<file path="src/rtl/tcs_pkg.sv">
// Shared types and constants of the trajectory cube segmenter.
// Holds the register map, the register bank layout and the CORDIC angle table.
// No dependencies.
package tcs_pkg;

    localparam int STEP_W   = 24;
    localparam int TW_W     = 17;
    localparam int SCALE_W  = 16;
    localparam int ID_W     = 16;
    localparam int TIME_W   = 17;
    localparam int CFG_DW   = 24;
    localparam int CFG_IW   = 3;
    localparam int HEAD_W   = 9;
    localparam int SPAN_W   = 32;
    localparam int CIDX_W   = 16;
    localparam int ANG_W    = 25;
    localparam int CORDIC_STEPS = 22;

    // angles in 2^-16 degree
    localparam logic [23:0] ANG_90   = 24'd5898240;
    localparam logic [23:0] ANG_180  = 24'd11796480;
    localparam logic [23:0] HALF_DEG = 24'd32768;

    typedef enum logic [CFG_IW-1:0] {
        REG_STEP_X       = 3'd0,
        REG_STEP_Y       = 3'd1,
        REG_TIME_WINDOW  = 3'd2,
        REG_SCALE_METERS = 3'd3,
        REG_USER_ID      = 3'd4,
        REG_TRAJ_ID      = 3'd5
    } cfg_idx_t;

    typedef struct packed {
        logic [STEP_W-1:0]  step_x;
        logic [STEP_W-1:0]  step_y;
        logic [TW_W-1:0]    time_window;
        logic [SCALE_W-1:0] scale_meters;
        logic [ID_W-1:0]    user_id;
        logic [ID_W-1:0]    traj_id;
    } cfg_t;

    // round(atan(2^-i) * 180/pi * 65536)
    function automatic logic [ANG_W-1:0] atan_entry(input logic [4:0] i);
        logic [ANG_W-1:0] a;
        unique case (i)
            5'd0:    a = 25'd2949120;
            5'd1:    a = 25'd1740967;
            5'd2:    a = 25'd919879;
            5'd3:    a = 25'd466945;
            5'd4:    a = 25'd234379;
            5'd5:    a = 25'd117304;
            5'd6:    a = 25'd58666;
            5'd7:    a = 25'd29335;
            5'd8:    a = 25'd14668;
            5'd9:    a = 25'd7334;
            5'd10:   a = 25'd3667;
            5'd11:   a = 25'd1833;
            5'd12:   a = 25'd917;
            5'd13:   a = 25'd458;
            5'd14:   a = 25'd229;
            5'd15:   a = 25'd115;
            5'd16:   a = 25'd57;
            5'd17:   a = 25'd29;
            5'd18:   a = 25'd14;
            5'd19:   a = 25'd7;
            5'd20:   a = 25'd4;
            5'd21:   a = 25'd2;
            default: a = 25'd0;
        endcase
        return a;
    endfunction

endpackage

</file>
<file path="src/rtl/tcs_ctrl.sv">
// Box tracking and item sequencer: grows the bounding box, decides when a
// cube closes, drives tcs_calc and holds the result beat. Depends on tcs_pkg.
module tcs_ctrl #(
    parameter int COORD_BITS = 25,
    parameter int INDEX_BITS = 16
) (
    input  logic                  clk,
    input  logic                  rst_n,
    input  tcs_pkg::cfg_t         cfg,
    input  logic                  in_valid,
    output logic                  in_ready,
    input  logic [COORD_BITS-1:0] point_x,
    input  logic [COORD_BITS-1:0] point_y,
    input  logic [16:0]           point_time,
    input  logic                  is_last,
    output logic                  calc_start,
    input  logic                  calc_done,
    output logic [COORD_BITS-1:0] first_x,
    output logic [COORD_BITS-1:0] first_y,
    output logic [COORD_BITS-1:0] final_x,
    output logic [COORD_BITS-1:0] final_y,
    input  logic signed [8:0]     heading_deg,
    input  logic [31:0]           span_dist,
    output logic                  out_valid,
    input  logic                  out_ready,
    output logic [15:0]           cube_index,
    output logic [COORD_BITS-1:0] center_x,
    output logic [COORD_BITS-1:0] center_y,
    output logic [16:0]           center_time,
    output logic signed [8:0]     out_heading,
    output logic [31:0]           out_span,
    output logic [15:0]           owner_user,
    output logic [15:0]           owner_traj,
    output logic                  last_of_run
);
    import tcs_pkg::*;

    localparam int C  = COORD_BITS;
    localparam int CW = (C > STEP_W) ? C : STEP_W;

    typedef enum logic [2:0] {S_IDLE, S_EVAL, S_START, S_RUN, S_PUT} state_t;
    state_t state_reg;

    logic [C-1:0]          px_reg, py_reg;
    logic [TIME_W-1:0]     pt_reg;
    logic                  plast_reg;
    logic [C-1:0]          minx_reg, maxx_reg, miny_reg, maxy_reg;
    logic [C-1:0]          fx_reg, fy_reg, lx_reg, ly_reg;
    logic [TIME_W-1:0]     ft_reg, lt_reg;
    logic [INDEX_BITS-1:0] cnt_reg, idx_reg;
    logic                  open_reg, emit_last_reg, second_reg, reopen_reg, close_reg;
    logic [C-1:0]          cenx_reg, ceny_reg;
    logic [TIME_W-1:0]     cent_reg;
    logic                  ov_reg, olast_reg;
    logic [15:0]           oidx_reg, ouser_reg, otraj_reg;
    logic [C-1:0]          ocx_reg, ocy_reg;
    logic [TIME_W-1:0]     oct_reg;
    logic signed [8:0]     ohd_reg;
    logic [31:0]           ospan_reg;

    logic gx, lsx, gy, lsy, x_ok, y_ok, t_rej, ok;
    logic [C:0]      sumx, sumy;
    logic [TIME_W:0] sumt;

    assign gx  = px_reg > maxx_reg;
    assign lsx = px_reg < minx_reg;
    assign gy  = py_reg > maxy_reg;
    assign lsy = py_reg < miny_reg;

    always_comb
    begin
        if (gx)
            x_ok = CW'(px_reg - minx_reg) < CW'(cfg.step_x);
        else if (lsx)
            x_ok = CW'(maxx_reg - px_reg) < CW'(cfg.step_x);
        else
            x_ok = 1'b1;
        if (gy)
            y_ok = CW'(py_reg - miny_reg) < CW'(cfg.step_y);
        else if (lsy)
            y_ok = CW'(maxy_reg - py_reg) < CW'(cfg.step_y);
        else
            y_ok = 1'b1;
    end

    // time going backwards never closes the box
    assign t_rej = (pt_reg >= ft_reg) && (TW_W'(pt_reg - ft_reg) >= cfg.time_window);
    assign ok    = x_ok && y_ok && !t_rej;

    assign sumx = {1'b0, minx_reg} + {1'b0, maxx_reg};
    assign sumy = {1'b0, miny_reg} + {1'b0, maxy_reg};
    assign sumt = {1'b0, ft_reg} + {1'b0, lt_reg};

    always_ff @(posedge clk or negedge rst_n)
    begin
        if (!rst_n)
        begin
            state_reg <= S_IDLE;
            px_reg <= '0; py_reg <= '0; pt_reg <= '0; plast_reg <= 1'b0;
            minx_reg <= '0; maxx_reg <= '0; miny_reg <= '0; maxy_reg <= '0;
            fx_reg <= '0; fy_reg <= '0; ft_reg <= '0;
            lx_reg <= '0; ly_reg <= '0; lt_reg <= '0;
            cnt_reg <= '0; idx_reg <= '0; open_reg <= 1'b0;
            emit_last_reg <= 1'b0; second_reg <= 1'b0;
            reopen_reg <= 1'b0; close_reg <= 1'b0;
            cenx_reg <= '0; ceny_reg <= '0; cent_reg <= '0;
            ov_reg <= 1'b0; olast_reg <= 1'b0; oidx_reg <= '0;
            ouser_reg <= '0; otraj_reg <= '0; ocx_reg <= '0; ocy_reg <= '0;
            oct_reg <= '0; ohd_reg <= '0; ospan_reg <= '0;
        end
        else
        begin
            // drop the beat once taken; S_PUT handles the register itself
            if (ov_reg && out_ready && (state_reg != S_PUT))
                ov_reg <= 1'b0;

            unique case (state_reg)
                S_IDLE:
                begin
                    if (in_valid)
                    begin
                        px_reg    <= point_x;
                        py_reg    <= point_y;
                        pt_reg    <= point_time;
                        plast_reg <= is_last;
                        state_reg <= S_EVAL;
                    end
                end
                S_EVAL:
                begin
                    if (!open_reg || ok)
                    begin
                        if (!open_reg)
                        begin
                            minx_reg <= px_reg; maxx_reg <= px_reg; fx_reg <= px_reg;
                            miny_reg <= py_reg; maxy_reg <= py_reg; fy_reg <= py_reg;
                            ft_reg   <= pt_reg;
                            open_reg <= 1'b1;
                        end
                        else
                        begin
                            if (lsx) minx_reg <= px_reg;
                            if (gx)  maxx_reg <= px_reg;
                            if (lsy) miny_reg <= py_reg;
                            if (gy)  maxy_reg <= py_reg;
                        end
                        lx_reg <= px_reg;
                        ly_reg <= py_reg;
                        lt_reg <= pt_reg;
                        emit_last_reg <= 1'b1;
                        close_reg     <= 1'b1;
                        reopen_reg    <= 1'b0;
                        second_reg    <= 1'b0;
                        state_reg     <= plast_reg ? S_START : S_IDLE;
                    end
                    else
                    begin
                        // close the old box first, reopen with this point after
                        emit_last_reg <= !plast_reg;
                        reopen_reg    <= 1'b1;
                        close_reg     <= 1'b0;
                        second_reg    <= plast_reg;
                        state_reg     <= S_START;
                    end
                end
                S_START:
                begin
                    cenx_reg <= sumx[C:1];
                    ceny_reg <= sumy[C:1];
                    cent_reg <= sumt[TIME_W:1];
                    idx_reg  <= cnt_reg + INDEX_BITS'(1);
                    cnt_reg  <= cnt_reg + INDEX_BITS'(1);
                    if (reopen_reg)
                    begin
                        minx_reg <= px_reg; maxx_reg <= px_reg; fx_reg <= px_reg;
                        miny_reg <= py_reg; maxy_reg <= py_reg; fy_reg <= py_reg;
                        ft_reg   <= pt_reg;
                        lx_reg   <= px_reg; ly_reg <= py_reg; lt_reg <= pt_reg;
                        reopen_reg <= 1'b0;
                    end
                    if (close_reg)
                    begin
                        open_reg <= 1'b0;
                        cnt_reg  <= '0;
                    end
                    state_reg <= S_RUN;
                end
                S_RUN:
                begin
                    if (calc_done)
                        state_reg <= S_PUT;
                end
                S_PUT:
                begin
                    if (!ov_reg || out_ready)
                    begin
                        ov_reg    <= 1'b1;
                        oidx_reg  <= 16'(idx_reg);
                        ocx_reg   <= cenx_reg;
                        ocy_reg   <= ceny_reg;
                        oct_reg   <= cent_reg;
                        ohd_reg   <= heading_deg;
                        ospan_reg <= span_dist;
                        ouser_reg <= cfg.user_id;
                        otraj_reg <= cfg.traj_id;
                        olast_reg <= emit_last_reg;
                        if (second_reg)
                        begin
                            second_reg    <= 1'b0;
                            emit_last_reg <= 1'b1;
                            close_reg     <= 1'b1;
                            state_reg     <= S_START;
                        end
                        else
                            state_reg <= S_IDLE;
                    end
                end
                default: state_reg <= S_IDLE;
            endcase
        end
    end

    assign in_ready    = state_reg == S_IDLE;
    assign calc_start  = state_reg == S_START;
    assign first_x     = fx_reg;
    assign first_y     = fy_reg;
    assign final_x     = lx_reg;
    assign final_y     = ly_reg;
    assign out_valid   = ov_reg;
    assign cube_index  = oidx_reg;
    assign center_x    = ocx_reg;
    assign center_y    = ocy_reg;
    assign center_time = oct_reg;
    assign out_heading = ohd_reg;
    assign out_span    = ospan_reg;
    assign owner_user  = ouser_reg;
    assign owner_traj  = otraj_reg;
    assign last_of_run = olast_reg;

endmodule

</file>
<file path="config.mk">
export PLATFORM = sky130hd
export DESIGN_NAME = tcs_ctrl
export DESIGN_NICKNAME = d
export VERILOG_FILES = /design/src/rtl/tcs_pkg.sv /design/src/rtl/tcs_ctrl.sv
export SDC_FILE = /design/constraint.sdc
export NUM_CORES = 1
export LEC_CHECK = 0
export ABC_AREA = 1
export BUFFER_PORTS_ARGS = -buffer_cell sky130_fd_sc_hd__buf_2
export CORE_AREA = 2 2 291 293
export CTS_CLUSTER_DIAMETER = 120
export CTS_CLUSTER_SIZE = 30
export DETAILED_ROUTE_END_ITERATION = 8
export DIE_AREA = 0 0 293 295
export GPL_TIMING_DRIVEN = 0
export PLACE_DENSITY_LB_ADDON = 0.08
export SLEW_MARGIN = 20
export SYNTH_ARGS = -nofsm -noshare
export SYNTH_HDL_FRONTEND = slang
export SYNTH_SLANG_ARGS = --single-unit
</file>
<file path="constraint.sdc">
create_clock -name clk -period 11.3 [get_ports clk]
set_input_delay 2.26 -clock clk [delete_from_list [all_inputs] [get_ports clk]]
set_output_delay 2.26 -clock clk [all_outputs]
set_load 0.05 [all_outputs]
</file>
==> impl_metrics.yaml, run 1 <==
floorplanning:
  io_pins: 487
  dieArea_mm2: 0.08644
  fp.dieW_um: 293
  start_util: 0.3963
  die-height_um: 295
  fp-row-count: 106
  core-area_mm2: 0.08316
synthesis:
  syn_inst: 3846
  yosys_warnings: 0
  syn_avg_cell_area_um2: 8.569
  syn-num-nets: 4372
  yosys_most_used_dff: "dfrtp_1"
  synthesis.area_mm2: 0.03296
  synth_seq_cells: 567
  ys_seq_area_frac: 0.4305
  synthDistinctLibCells: 65
  synthArstFlopShare: 1.000
  synth-edff-count: 0
placed_design:
  hpwl_mm: 87.00
  placed_cell_area_mm2: 0.03684
  dp_slack_ns: 5.536
  gp_congestion: 0.9079
  port_buffers: 470
  dpl.cell_count: 5402
timing:
  worst_slack_ns: 5.407
  period_share: 0.5215
  hold_viol: 0
  finalClockSkew_ns: 0.03767
  fin_crit_ns: 5.893
  drv_slew: 0
  worst_slew_margin_rel: 0.2550
  fmax_ghz: 0.1697
  setup_viol_count_final: 0
  worst_pin_slew_ns: 1.118
  rsz0062_at_grt: "false"
clock_network:
  htree_levels: 1
  clkSlewWorstSetupHoldPaths_ns: 0.12
  cts-buffers-inserted: 26
  clockRootBuffer: "clkbuf_16"
  cts_num_sinks: 567
  clk_latency_ns: 0.64
  clockBufferDepth: 3
  post-cts-setup-buffers: 0
  cts_tree: "built"
  cts_resized: 0
  holdBufCountCts: 0
grt:
  overflow: 0
  grt_pass1_vias: 27190
  grt_max_degree: 95
  track_usage: 0.2501
  grt_pass1_wl_mm: 166.2
  antenna_found_initial: 3
outcome:
  status: "finished, final reports clean"
critical_path:
  cp_max_fo: 10
  startpoint_type: "flip-flop"
  critical_path_class: "flip-flop to flip-flop"
  crit_required_ns: 11.79
  worst_setup_path_end_kind: "flip-flop"
  critPathArrivalTime_ns: 6.38
detailed_routing:
  wl_mm: 109.5
  dr.first_iter.drc_count: 2007
  drtPass1Iterations: 6
  viasPerCell: 5.135
  final_antenna_net_count: 0
  wl_per_cell_um: 20.12
  vias: 27940
  drc: 0
layout:
  nets: 4876
  nFillCells: 8491
  final_area_mm2: 0.03771
  largest_reg_flops: 32
  final_cells: 5442
  area_delta_synth_final_pct: 14.44
  utilization: 0.4535
  drive_gt1_frac: 0.1665
job:
  cap_violations: 0
hold_path:
  hold_class: "flip-flop to flip-flop"
## final cells by class
class | instances | area [um^2] | share of cell area
well taps | 1080 | 1351 | 0.03583
multi-input cells | 2700 | 16460 | 0.4365
repair buffers | 476 | 2527 | 0.06702
plain buffers | 124 | 599.3 | 0.01589
flip-flops and latches | 567 | 14190 | 0.3762
clock buffers | 27 | 664.4 | 0.01762
clock inverters | 12 | 210.2 | 0.005574
diodes | 1 | 2.502 | 0.00006635
inverters | 455 | 1708 | 0.04529
## worst max-delay path, cell delays in order (launching register included)
cell	delay, ns
dfrtp_1	0.38
inv_1	0.14
ha_1	0.21
inv_1	0.10
fa_1	0.41
nand3_1	0.09
nand2_1	0.08
nand2_1	0.08
a21oi_1	0.06
a211o_1	0.27
a31oi_1	0.22
o21ai_0	0.22
a21oi_1	0.22
xnor2_1	0.10
ha_1	0.33
nand2_1	0.08
nor3_1	0.21
nor3b_1	0.38
nand4_1	0.18
nand4_1	0.15
nand2_1	0.20
nand2_1	0.15
nor2_2	0.09
nand2_2	0.14
nand2_4	0.08
nand2_4	0.25
clkbuf_1	0.81
o21ai_1	0.13
## path summary, 6_finish.rpt
path                                          from                      end  slack [ns]  depth (start not counted)
setup / recovery             pt_reg[0]$_DFFE_PN0P_  final_x[21]$_DFFE_PN0P_        5.41                         27
hold / removal             first_y[15]$_DFFE_PN0P_  first_y[15]$_DFFE_PN0P_        0.49                          2
setup reg to reg             pt_reg[0]$_DFFE_PN0P_  final_x[21]$_DFFE_PN0P_        5.41                         27
hold reg to reg            first_y[15]$_DFFE_PN0P_  first_y[15]$_DFFE_PN0P_        0.49                          2
max in group asynchronous                    rst_n  final_y[17]$_DFFE_PN0P_        8.39                          3
min in group asynchronous                    rst_n    pt_reg[1]$_DFFE_PN0P_        1.59                          1
## logic make-up after synthesis
logic type	Yosys count	synth area share
multiplexers	124	0.04237
AO/OA/AOI/OAI	793	0.1300
AND/OR/NAND/NOR	1336	0.1725
flip-flops	567	0.4305
XOR/XNOR	148	0.03933
adder cells (fa/ha/maj)	299	0.1153
buffers and inverters	579	0.06993
## per-layer routing
layer	vias to the layer above	global-route usage	share of wire	wire, um
li1	13810	-	-	-
met1	13340	0.3561	0.47	51470
met2	702	0.3970	0.44	48660
met3	96	0.04676	0.063	6917
met4	4	0.05178	0.022	2427
met5	-	0	0.00026	29
## placed cells by master, fill, tap and decap left out, types with 4 or more instances in the layout
cell and n:
ha_1 291, a211oi_1 6, or2_2 10, dfrtp_1 567, buf_2 486, nand3_4 4, inv_2 6, inv_1 448
nand2_1 855, nand4_1 125, buf_1 13, a21boi_0 6, nor4_1 6, a21oi_1 330, xnor2_1 59, clkbuf_16 26
buf_16 6, o21bai_1 11, xor2_1 89, clkbuf_1 74, o22ai_1 15, nor3_1 42, nor2_1 203, buf_4 10
o21a_1 8, a31oi_1 11, nor3_2 4, buf_6 6, mux2_2 124, a21o_1 23, o21ai_1 46, o21ai_0 299
nand3_1 67, o31ai_1 10, fa_1 8
## cells in the mapped netlist (8+ instances only)
cell	n	area [um^2]
clkbuf_1	76	285.3
buf_1	13	48.80
o22ai_1	15	93.84
nand3_1	67	335.3
o31ai_1	10	75.07
inv_1	448	1682
o21bai_1	11	82.58
dfrtp_1	567	14190
a31oi_1	11	68.82
o21ai_1	46	230.2
xnor2_1	59	516.8
mux2_2	124	1396
a21o_1	23	172.7
o21ai_0	299	1496
buf_4	10	75.07
nand2_1	855	3209
nor2_1	203	762.0
a21oi_1	330	1652
ha_1	291	3641
nor3_1	42	210.2
or2_2	10	62.56
xor2_1	89	779.5
o21a_1	8	60.06
fa_1	8	160.2
nand4_1	125	782.0
buf_2	17	85.08
## per-stage QoR
stage                     TNS [ns]  hold slack [ns]
final                            0           0.4918
after detailed placement         0           0.4677
after CTS                        0           0.4933
after global placement    -2562.40           0.4575
after floorplan                  0           0.4417
after global routing             0           0.5177
Power of run 1 is not shown: default switching activity piles up to over one toggle a cycle in this logic, so the estimate is an artifact.
==> run 2: changes to the inputs <==
--- a/config.mk
+++ b/config.mk
@@ -5,7 +5,7 @@
 export SDC_FILE = /design/constraint.sdc
 export NUM_CORES = 1
 export LEC_CHECK = 0
-export ABC_AREA = 1
+export ABC_AREA = 0
 export BUFFER_PORTS_ARGS = -buffer_cell sky130_fd_sc_hd__buf_2
 export CORE_AREA = 2 2 291 293
 export CTS_CLUSTER_DIAMETER = 120
==> constraint.sdc (replaced) <==
create_clock -name clk -period 4.75 [get_ports clk]
set_input_delay 0.95 -clock clk [delete_from_list [all_inputs] [get_ports clk]]
set_output_delay 0.95 -clock clk [all_outputs]
set_load 0.05 [all_outputs]
==> run 2 against run 1 <==
Effect of this change: the flow now finishes with violations (setup timing); via count down 3.3%; critical path depth unchanged; synthesized cell count fell by 15%; non-clock buffer count increased by 84; worst hold slack worse by 0.27 ns; critical endpoint is now final_x[11]$_DFFE_PN0P_; global-route usage down 0.074 points; first-iteration DRC count is 12% lower; sequential share of layout area decreased by 3.2 points; sequential cell count unchanged.
==> impl_metrics.yaml, run 2 <==
outcome:
  status: "finished, violations left"
  violations: "setup timing"
placed_design:
  port_buffers: 470
  hpwl_mm: 85.43
  placed_cell_area_mm2: 0.03730
  gp_congestion: 0.9020
synthesis:
  synthDistinctLibCells: 75
  synthArstFlopShare: 1.000
  synthAdderAreaFrac: 0.1148
  synth_most_common_cell: "dfrtp_1"
  synthesis.area_mm2: 0.03312
  synth_largest_area_cell: "dfrtp_1"
  synth_seq_cells: 567
  synthMuxAreaShare: 0.08322
  syn-num-nets: 3802
  synthXorXnorAreaFrac: 0.04310
  ys_seq_area_frac: 0.4284
  yosys_warnings: 0
  yosys_most_used_dff: "dfrtp_1"
  syn_avg_cell_area_um2: 10.11
  synth-edff-count: 0
  synth_common_cells: "dfrtp_1 (567), nand2_1 (302), ha_1 (291)"
  synth_area_leaders: "dfrtp_1 (43%), ha_1 (11%), mux2_2 (7.2%)"
  synth_top_area_share: 0.4284
  syn_inst: 3276
  synth_compound_area_frac: 0.1961
  synth_top_family_by_area: "compound AO/OA/AOI/OAI gates"
  yosys.area_share.simple: 0.09127
critical_path:
  critPathArrivalTime_ns: 6.47
  critical_path_class: "flip-flop to flip-flop"
  crit_required_ns: 5.28
  reg2regPathDepth: 27
  worst_setup_path_end_kind: "flip-flop"
  r2r_slack_ns: -1.19
  r2r-start: "maxy_reg[0]$_DFFE_PN0P_"
  rr_endpoint: "final_x[11]$_DFFE_PN0P_"
  cp_max_fo: 5
  startpoint_type: "flip-flop"
timing:
  drv_slew: 0
  setup_viol_count_final: 172
  worst_slack_ns: -1.186
  period_share: 1.250
  fin_crit_ns: 5.936
  hold_viol: 0
  worst_pin_slew_ns: 1.260
  fmax_ghz: 0.1685
  rsz0062_at_grt: "true"
  finalClockSkew_ns: 0.03584
  worst_slew_margin_rel: 0.1603
layout:
  area_delta_synth_final_pct: 24.46
  final_common_cell: "dfrtp_1"
  final_area_mm2: 0.04122
  drive_gt1_frac: 0.2753
  utilization: 0.4957
  largest_reg_flops: 32
  nets: 4374
  nFillCells: 7825
  final_cell_mix: "dfrtp_1 (565), buf_2 (473), nand2_1 (301)"
grt:
  antenna_found_initial: 6
  track_usage: 0.2493
  grt_pass1_vias: 26580
  overflow: 0
  grt_max_degree: 94
  grt_pass1_wl_mm: 165.3
detailed_routing:
  drc: 0
  vias: 27030
  viasPerCell: 5.465
  dr.first_iter.drc_count: 1773
  wl_mm: 112.3
  wl_per_cell_um: 22.70
  final_antenna_net_count: 0
  drtPass1Iterations: 5
clock_network:
  cts-buffers-inserted: 26
  clk_latency_ns: 0.64
  clockBufferDepth: 3
  cts_num_sinks: 567
  clkSlewWorstSetupHoldPaths_ns: 0.12
  cts_tree: "built"
  htree_levels: 1
  holdBufCountCts: 0
  clockRootBuffer: "clkbuf_16"
floorplanning:
  die-height_um: 295
  io_pins: 487
  fp.dieW_um: 293
  start_util: 0.3983
  dieArea_mm2: 0.08644
  core-area_mm2: 0.08316
  fp-row-count: 106
job:
  cap_violations: 0
hold_path:
  hold_class: "input pin to asynchronous set/reset pin"
==> run 2: worst max-delay path: stages, from the launching register on <==
cell and delay (ns):
dfrtp_1 0.41, inv_1 0.06, ha_2 0.17, inv_2 0.04, fa_2 0.37, a211oi_2 0.22, o211ai_1 0.16, a221o_1 0.38
a21o_1 0.20, a41o_1 0.21, a21oi_2 0.12, o21bai_1 0.10, a31o_2 0.28, mux2i_1 0.15, o2111ai_1 0.16, ha_1 0.36
a21o_1 0.18, a221oi_2 0.23, o221ai_2 0.16, nor3b_2 0.20, mux2_4 0.20, o32ai_4 0.08, or2_4 0.31, a211oi_4 0.25
buf_12 0.17, buf_16 0.18, clkbuf_16 0.18, mux2_4 0.30
==> run 2: metrics by stage <==
step                      setup WS (ns)  hold WS, ns  cells  setup TNS (ns)
final                            -1.186       0.2260   4946         -184.38
after detailed placement         -1.883       0.4628   4833         -265.51
after global placement           -9.995       0.4555   4826        -5886.33
after CTS                        -1.178       0.2185   4918         -184.89
after global routing             -1.423       0.2262   4945         -225.07
after floorplan                 -0.7176       0.4348   3276          -97.27
==> run 2: timing repair <==
action	in CTS	in global routing
setup endpoints to repair	172	172
setup buffers	35	22
pin swaps	71	27
gates resized for setup	248	181
hold endpoints to repair	0	0
cloned	11	10
==> run 2: how the worst max path moves through the flow <==
stage	start	endpoint	slack, ns	cells past startpoint
4_1_cts	maxy_reg[0]$_DFFE_PN0P_	minx_reg[22]$_DFFE_PN0P_	-1.18	26
5_1_grt	py_reg[0]$_DFFE_PN0P_	final_x[13]$_DFFE_PN0P_	-1.42	26
2_1_floorplan	maxy_reg[0]$_DFFE_PN0P_	minx_reg[14]$_DFFE_PN0P_	-0.72	26
3_3_place_gp	rst_n	pt_reg[4]$_DFFE_PN0P_	-10.0	1
6_report	maxy_reg[0]$_DFFE_PN0P_	final_x[11]$_DFFE_PN0P_	-1.19	27
3_5_place_dp	px_reg[0]$_DFFE_PN0P_	maxy_reg[7]$_DFFE_PN0P_	-1.88	25
==> run 2: cells by family (layout without fill, tap and decap cells) <==
family | count (synthesis) | in the layout
xor+xnor | 163 | 163
fa+ha+maj | 299 | 299
buf+inv | 371 | 956
flops | 567 | 567
compound gates | 972 | 972
simple gates | 659 | 659
other cells | 0 | 5
mux | 245 | 245
==> run 2: layout make-up <==
| type | count | area [um^2] | area share |
|---|---|---|---|
| Clock buffer | 29 | 683.2 | 0.01657 |
| Multi-Input combinational cell | 2338 | 19460 | 0.4720 |
| Buffer | 138 | 952.2 | 0.02310 |
| Sequential cell | 567 | 14190 | 0.3442 |
| Clock inverter | 12 | 178.9 | 0.004340 |
| Timing Repair Buffer | 546 | 3526 | 0.08553 |
| Inverter | 231 | 870.8 | 0.02112 |
| Tap cell | 1080 | 1351 | 0.03278 |
| Antenna cell | 5 | 12.51 | 0.0003035 |
==> run 2: routing by layer <==
layer,GRT usage,vias to the layer above,part of all wire
li1,-,13020,-
met1,0.3517,13340,0.46
met2,0.4097,569,0.47
met3,0.02586,104,0.042
met4,0.06467,0,0.028
met5,0,-,0
Power of run 2 is left out for the same reason.
